File: config.mk
export PLATFORM = sky130hd
export DESIGN_NAME = ihp_ctrl
export DESIGN_NICKNAME = d
export VERILOG_FILES = /design/src/rtl/ihp_pkg.sv /design/src/rtl/ihp_ctrl.sv
export SDC_FILE = /design/constraint.sdc
export NUM_CORES = 1
export LEC_CHECK = 0
export BUFFER_PORTS_ARGS = -buffer_cell sky130_fd_sc_hd__clkbuf_2
export CAP_MARGIN = 10
export CELL_PAD_IN_SITES_DETAIL_PLACEMENT = 1
export CELL_PAD_IN_SITES_GLOBAL_PLACEMENT = 2
export CORE_MARGIN = 4
export CORE_UTILIZATION = 24
export CTS_CLUSTER_DIAMETER = 30
export DETAILED_ROUTE_END_ITERATION = 8
export GPL_TIMING_DRIVEN = 0
export PLACE_DENSITY_LB_ADDON = 0.1
export SETUP_SLACK_MARGIN = 0.5
export SYNTH_ARGS = -nofsm -noshare
export SYNTH_HDL_FRONTEND = slang
export SYNTH_SLANG_ARGS = --single-unit
File: constraint.sdc
create_clock -name clk_i -period 1.49 [get_ports clk_i]
set_clock_uncertainty 0.05 [all_clocks]
set_input_delay 0.149 -clock clk_i [delete_from_list [all_inputs] [get_ports clk_i]]
set_output_delay 0.149 -clock clk_i [all_outputs]
set_load 0.1 [all_outputs]
File: src/rtl/ihp_pkg.sv
// Shared types, constants and codes for the indexed min-heap.
`timescale 1ns / 1ps
package ihp_pkg;

  localparam int NODE_W       = 10;
  localparam int NODE_SPACE   = 1024;
  localparam int IN_KEY_W     = 32;
  localparam int STATUS_W     = 3;
  localparam int COUNT_OUT_W  = 11;
  localparam int CAPACITY_DEF = 1024;
  localparam int KEY_BITS_DEF = 32;

  localparam logic OP_UPDATE  = 1'b0;
  localparam logic OP_EXTRACT = 1'b1;

  typedef enum logic [STATUS_W-1:0] {
    ST_INSERTED  = 3'd0,
    ST_DECREASED = 3'd1,
    ST_IGNORED   = 3'd2,
    ST_FULL      = 3'd3,
    ST_EXTRACTED = 3'd4,
    ST_EMPTY     = 3'd5
  } status_e;

  // Datapath step selected by the controller each cycle
  typedef enum logic [4:0] {
    DP_IDLE,
    DP_CLEAR,
    DP_LOAD,
    DP_LOOK,
    DP_LOOK2,
    DP_UP0,
    DP_UP1,
    DP_UP2,
    DP_PLACE,
    DP_EXT0,
    DP_EXT1,
    DP_EXT2,
    DP_EXT3,
    DP_DN0,
    DP_DN1,
    DP_DN2,
    DP_DN3,
    DP_DN4
  } dp_step_e;

  typedef struct packed {
    dp_step_e step;
    logic     out_load;
  } cmd_t;

  typedef struct packed {
    logic clr_last;
    logic absent;
    logic full;
    logic lower;
    logic at_root;
    logic count_zero;
    logic no_child;
    logic has_right;
    logic up_lt;
    logic move_gt;
  } sts_t;

endpackage

File: src/rtl/ihp_ctrl.sv
// Sequencing state machine of the indexed min-heap.
`timescale 1ns / 1ps
module ihp_ctrl
  import ihp_pkg::*;
(
  input  logic clk_i,
  input  logic rst_ni,
  input  logic in_valid_i,
  output logic in_ready_o,
  input  logic operation_i,
  output logic out_valid_o,
  input  logic out_ready_i,
  input  sts_t sts_i,
  output cmd_t cmd_o
);

  localparam logic [4:0] S_CLEAR = 5'd0;
  localparam logic [4:0] S_IDLE  = 5'd1;
  localparam logic [4:0] S_LOOK  = 5'd2;
  localparam logic [4:0] S_LOOK2 = 5'd3;
  localparam logic [4:0] S_UP0   = 5'd4;
  localparam logic [4:0] S_UP1   = 5'd5;
  localparam logic [4:0] S_UP2   = 5'd6;
  localparam logic [4:0] S_PLACE = 5'd7;
  localparam logic [4:0] S_EXT0  = 5'd8;
  localparam logic [4:0] S_EXT1  = 5'd9;
  localparam logic [4:0] S_EXT2  = 5'd10;
  localparam logic [4:0] S_EXT3  = 5'd11;
  localparam logic [4:0] S_DN0   = 5'd12;
  localparam logic [4:0] S_DN1   = 5'd13;
  localparam logic [4:0] S_DN2   = 5'd14;
  localparam logic [4:0] S_DN3   = 5'd15;
  localparam logic [4:0] S_DN4   = 5'd16;
  localparam logic [4:0] S_DONE  = 5'd17;

  logic [4:0] state_q, state_d;
  logic       out_valid_q, out_valid_d;

  // Next state and datapath command
  always_comb begin
    state_d      = state_q;
    cmd_o.step   = DP_IDLE;
    cmd_o.out_load = 1'b0;
    in_ready_o   = 1'b0;
    case (state_q)
      S_CLEAR: begin
        cmd_o.step = DP_CLEAR;
        if (sts_i.clr_last) state_d = S_IDLE;
      end
      S_IDLE: begin
        in_ready_o = 1'b1;
        if (in_valid_i) begin
          cmd_o.step = DP_LOAD;
          state_d    = (operation_i == OP_EXTRACT) ? S_EXT0 : S_LOOK;
        end
      end
      S_LOOK: begin
        cmd_o.step = DP_LOOK;
        state_d    = S_LOOK2;
      end
      S_LOOK2: begin
        cmd_o.step = DP_LOOK2;
        if (sts_i.absent ? sts_i.full : !sts_i.lower) state_d = S_DONE;
        else state_d = S_UP0;
      end
      S_UP0: begin
        cmd_o.step = DP_UP0;
        state_d    = sts_i.at_root ? S_PLACE : S_UP1;
      end
      S_UP1: begin
        cmd_o.step = DP_UP1;
        state_d    = S_UP2;
      end
      S_UP2: begin
        cmd_o.step = DP_UP2;
        state_d    = sts_i.up_lt ? S_UP0 : S_PLACE;
      end
      S_PLACE: begin
        cmd_o.step = DP_PLACE;
        state_d    = S_DONE;
      end
      S_EXT0: begin
        cmd_o.step = DP_EXT0;
        state_d    = sts_i.count_zero ? S_DONE : S_EXT1;
      end
      S_EXT1: begin
        cmd_o.step = DP_EXT1;
        state_d    = S_EXT2;
      end
      S_EXT2: begin
        cmd_o.step = DP_EXT2;
        state_d    = S_EXT3;
      end
      S_EXT3: begin
        cmd_o.step = DP_EXT3;
        state_d    = sts_i.count_zero ? S_DONE : S_DN0;
      end
      S_DN0: begin
        cmd_o.step = DP_DN0;
        state_d    = sts_i.no_child ? S_PLACE : S_DN1;
      end
      S_DN1: begin
        cmd_o.step = DP_DN1;
        state_d    = S_DN2;
      end
      S_DN2: begin
        cmd_o.step = DP_DN2;
        state_d    = sts_i.has_right ? S_DN3 : S_DN4;
      end
      S_DN3: begin
        cmd_o.step = DP_DN3;
        state_d    = S_DN4;
      end
      S_DN4: begin
        cmd_o.step = DP_DN4;
        state_d    = sts_i.move_gt ? S_DN0 : S_PLACE;
      end
      S_DONE: begin
        if (!out_valid_q || out_ready_i) begin
          cmd_o.out_load = 1'b1;
          state_d        = S_IDLE;
        end
      end
      default: state_d = S_IDLE;
    endcase
  end

  // Hold the result valid until taken
  always_comb begin
    out_valid_d = out_valid_q;
    if (out_valid_q && out_ready_i) out_valid_d = 1'b0;
    if (cmd_o.out_load) out_valid_d = 1'b1;
  end

  always_ff @(posedge clk_i or negedge rst_ni) begin
    if (!rst_ni) begin
      state_q     <= S_CLEAR;
      out_valid_q <= 1'b0;
    end else begin
      state_q     <= state_d;
      out_valid_q <= out_valid_d;
    end
  end

  assign out_valid_o = out_valid_q;

endmodule

== Word-level counts from Yosys, hierarchy flattened ==
Index checks and enable logic that the tools add are counted.

* Flip-flop bits (word level): 6
* Input port bits: 15
* Output and inout port bits: 8
* Word-level logic and storage cells: 50

* Eq/ne operators: 20
* Multiplexer cells: 21
* Reduce and logical (&&, ||, !) cells: 7

{| class="wikitable"
|+ Operators by type and width
! cell !! number
|-
| 5-bit one-hot mux with 18 select lines || 1
|-
| 5-bit one-hot mux with 17 select lines || 1
|-
| 5-bit by 4-bit == test with 1-bit output, second input constant || 8
|-
| 5-bit two-way mux || 7
|-
| 5-bit by 3-bit == test with 1-bit output, second input constant || 4
|-
| 4-bit two-way mux || 3
|-
| 5-bit by 2-bit == test with 1-bit output, second input constant || 2
|-
| 5-bit == test, second input constant || 2
|-
| 1-bit two-way mux || 6
|-
| 2-bit two-way mux || 3
|-
| 2-bit inequality test, second input constant || 3
|-
| 5-bit by 1-bit == test with 1-bit output, second input constant || 1
|-
| 5-bit logical NOT || 1
|-
| 3-bit AND reduction || 1
|-
| 1-bit logical NOT || 2
|-
| 2-bit nonzero test || 1
|-
| 1-bit logical AND || 1
|-
| 1-bit logical OR || 1
|}

== Depth between registers and ports, before layout ==
* Depth in word-level cells: 5
* Mapped depth: 7
* Mapped depth without buffers: 5

== Worst setup path before layout ==
No wires, ideal clock.

* Path kind: register to output
* Start: reg state_q[2]
* End: out cmd_o[1] (netlist name)
* Data arrival time: 2,363 ps
* Path slack: -1,072 ps
* Cell stages (with the launch flop): 4
* Cells stage by stage: dfrtp_1 > buf_6 > or3_4 > a21oi_1

{| class="wikitable"
|+ RTL lines
! item !! line !! source
|-
| start, declared || ihp_ctrl.sv:36 || <nowiki>logic [4:0] state_q, state_d;</nowiki>
|-
| start signal, assigned || ihp_ctrl.sv:140 || <nowiki>state_q <= state_d;</nowiki>
|-
| end, declared || ihp_ctrl.sv:14 || <nowiki>output cmd_t cmd_o</nowiki>
|}

==> summary.txt <==
==================================================================================================
Launch point of the worst hold path                                                    out_ready_i
Weighted congestion at the end of routability-driven global placement                       0.7965
HP Class                                                                                 in -> reg
Initial Util                                                                                25.09%
Avg Cell Area, Syn                                                                       7.603 um2
Req. time, crit path                                                                       1.29 ns
Detailed Route Iter0 Violations                                                                 13
RSZ-0062 raised after global routing                                                           yes
Global routing usage summed across all routing layers                                       15.89%
DRC violations left                                                                              0
Final WL                                                                                   2948 um
Endpoint class of the critical path                                                     output pin
Floorplan die width                                                                       61.70 um
Synthesized netlist net count                                                                  106
Total CTS buffers                                                                                3
Pins over their slew limit                                                                       0
Worst Tran Pin Value                                                                     0.3594 ns
Total number of clock tree sinks                                                                 6
Shortest clock period the worst path allows after layout                                  1.773 ns
R2r worst-path depth                                                                             5
Detailed-route wire length per cell                                                       17.44 um
Area share of the largest cell type after synthesis                                         21.70%
Mapped cell area                                                                         691.9 um2
Max FO, Critical Path                                                                            5
Floorplan die height                                                                      61.70 um
Origin of the worst setup path                                                        state_q[3]$_DFFE_PN0P_
Summed area of non-filler cells in the final layout                                   0.001451 mm2
Max-capacitance violation count                                                                  0
Number of antenna diodes                                                                         0
Final hold vios                                                                                  0
Yosys cell types                                                                                36
Final net count                                                                                155
Fill count                                                                                     314
Data arrival, critical path                                                                1.57 ns
Biggest area contributors in the synthesized netlist                                  sky130_fd_sc_hd__dfrtp_1 22%, sky130_fd_sc_hd__clkbuf_8 6.0%, sky130_fd_sc_hd__nor2_1 6.0%
Cell area after placement                                                                919.6 um2
Via-per-instance ratio                                                                       5.195
Violations in the final reports                                                       setup timing
Maximum clock rate                                                                      0.5641 GHz
Area Overhead vs Synth                                                                      109.8%
Full die area                                                                         0.003806 mm2
Core region area                                                                      0.002758 mm2
Seq/Total Area, Yosys                                                                       21.70%
Outcome                                                                               finished with violations
Worst setup path category                                                               reg -> out
Total of warnings raised by yosys                                                                0
Aggregate global routing overflow                                                                0
Standard-cell row count                                                                         19
Most numerous cell in the Yosys netlist                                               sky130_fd_sc_hd__nor2_1
Top cell types by occurrence after synthesis                                          11 x sky130_fd_sc_hd__nor2_1, 9 x sky130_fd_sc_hd__nand2_1, 8 x sky130_fd_sc_hd__a21oi_1
Fraction of synthesis flops using an asynchronous set or reset pin                          100.0%
Kind of launch point of the worst setup path                                                  flop
Relative slew margins                                                                       76.04%
First-pass GRT wire length                                                                 4381 um
Core occupancy in the finished layout                                                       52.63%
Number of global-route vias before repair                                                      943
Clock latency of the later-clocked register in the worst-skew pair                         0.25 ns
TritonRoute pass-1 iters                                                                         4
Number of enable-type register cells in the synthesized netlist                                  0
Clock Path Buffers                                                                               2
Post-route ant nets                                                                              0
Area leader, netlist                                                                  sky130_fd_sc_hd__dfrtp_1
Reg-to-reg critical path startpoint                                                   state_q[3]$_DFFE_PN0P_
CTS HTree Levels                                                                                 1
Number of register bits inferred by synthesis                                                    6
Largest net degree at the start of global routing                                               11
Antenna violations before repair                                                                 0
Clock transition time at the flip-flop clock pins of the worst setup and hold paths        0.05 ns
Synthesized instance count                                                                      91
Root buffer cell                                                                      sky130_fd_sc_hd__clkbuf_4
Top flip-flop cell by instance count after synthesis                                  sky130_fd_sc_hd__dfrtp_1
CTS tree                                                                                     built
Via Count                                                                                      878
IO Count                                                                                        23
Layout cell share with drive strength beyond 1                                              65.94%
Minimum setup slack among reg-to-reg paths                                                -0.25 ns
Final cycle utilization of the critical path                                                119.0%
Port Buf Inserts                                                                                22
Min setup slack post-route                                                              -0.2828 ns
Cell depth of the worst hold path                                                                2
Final HPWL from detailed placement                                                         1821 um
Setup violators final                                                                           11
==================================================================================================
per-layer routing:
layer	share of wire (%)	vias up	track usage (%)
met1	43	433	17.88
met4	1.1	0	4.848
met3	2.8	4	3.306
met5	0	-	0
li1	-	420	-
met2	53	21	29.75
worst paths after layout:
path,end
min in group asynchronous,state_q[0]$_DFFE_PN0P_
max in group asynchronous,out_valid_o$_DFFE_PN0P_
setup / recovery,cmd_o[1]
hold reg to reg,out_valid_o$_DFFE_PN0P_
setup reg to reg,state_q[0]$_DFFE_PN0P_
hold / removal,out_valid_o$_DFFE_PN0P_
registers in the layout, indices dropped and copies added (netlist names):
name and flops:
state_q 5, out_valid_o 1
worst max-delay path: stages, from the launching register on:
cell and delay [ns]:
sky130_fd_sc_hd__dfrtp_2 0.48, sky130_fd_sc_hd__or3_4 0.45, sky130_fd_sc_hd__a21oi_4 0.17, sky130_fd_sc_hd__clkbuf_16 0.22
area by class of cell:
| cell class | instances | area [um2] | area share (%) |
|---|---|---|---|
| Multi-Input combinational cell | 73 | 651.9 | 44.91 |
| Timing Repair Buffer | 44 | 455.4 | 31.38 |
| Sequential cell | 6 | 153.9 | 10.60 |
| Buffer | 8 | 106.4 | 7.328 |
| Tap cell | 31 | 38.79 | 2.672 |
| Clock buffer | 3 | 22.52 | 1.552 |
| Inverter | 4 | 22.52 | 1.552 |
cell families (layout without fill, tap and decap cells):
logic type | after synthesis | count (layout) | share of synthesized area (%)
AO/OA/AOI/OAI | 26 | 26 | 22.97
XOR/XNOR | 3 | 3 | 3.798
buffers and inverters | 12 | 59 | 15.19
flip-flops | 6 | 6 | 21.70
multiplexers | 1 | 1 | 1.447
AND/OR/NAND/NOR | 43 | 43 | 34.90
per-stage QoR:
step | std cells | TNS (ns) | hold slack [ns] | setup WS, ns
detailed placement | 144 | -2.545 | -0.06029 | -0.4599
global placement | 144 | -2.428 | -0.06690 | -0.4360
finish | 169 | -2.203 | 0.05352 | -0.2828
CTS | 164 | -2.146 | 0.06685 | -0.2867
floorplan | 91 | -0.9242 | -0.1966 | -0.1831
global route | 169 | -2.957 | 0.06001 | -0.3458
cells in the final DEF, fill, tap and decap left out, types with 2 or more instances in the layout:
cell,n
sky130_fd_sc_hd__clkbuf_8,2
sky130_fd_sc_hd__nand2_2,2
sky130_fd_sc_hd__a21oi_1,3
sky130_fd_sc_hd__nand3_1,2
sky130_fd_sc_hd__clkbuf_4,3
sky130_fd_sc_hd__inv_1,2
sky130_fd_sc_hd__nor3_1,2
sky130_fd_sc_hd__buf_8,3
sky130_fd_sc_hd__o21ai_0,3
sky130_fd_sc_hd__nand2_4,2
sky130_fd_sc_hd__buf_6,9
sky130_fd_sc_hd__nor2_4,5
sky130_fd_sc_hd__dfrtp_2,3
sky130_fd_sc_hd__nand2b_1,2
sky130_fd_sc_hd__buf_4,15
sky130_fd_sc_hd__nor2_1,7
sky130_fd_sc_hd__nand2b_4,3
sky130_fd_sc_hd__a21oi_4,2
sky130_fd_sc_hd__nand2_1,5
sky130_fd_sc_hd__a31oi_1,4
sky130_fd_sc_hd__o21ai_1,2
sky130_fd_sc_hd__clkbuf_16,7
sky130_fd_sc_hd__o22ai_1,2
sky130_fd_sc_hd__a21oi_2,3
sky130_fd_sc_hd__dfrtp_1,3
sky130_fd_sc_hd__clkbuf_2,14
repair_timing:
item | in CTS | in global routing
hold buffers | 1 | 0
pin swaps | 10 | 19
buffers inserted | 16 | 5
hold endpoints to repair | 6 | 0
resized for setup | 46 | 21
endpoints found under the setup margin | 14 | 14
cloned | 0 | 0
Power is left out: the tool's default activity adds up to more than one toggle a clock period on the data nets, which glitch-free logic cannot reach.
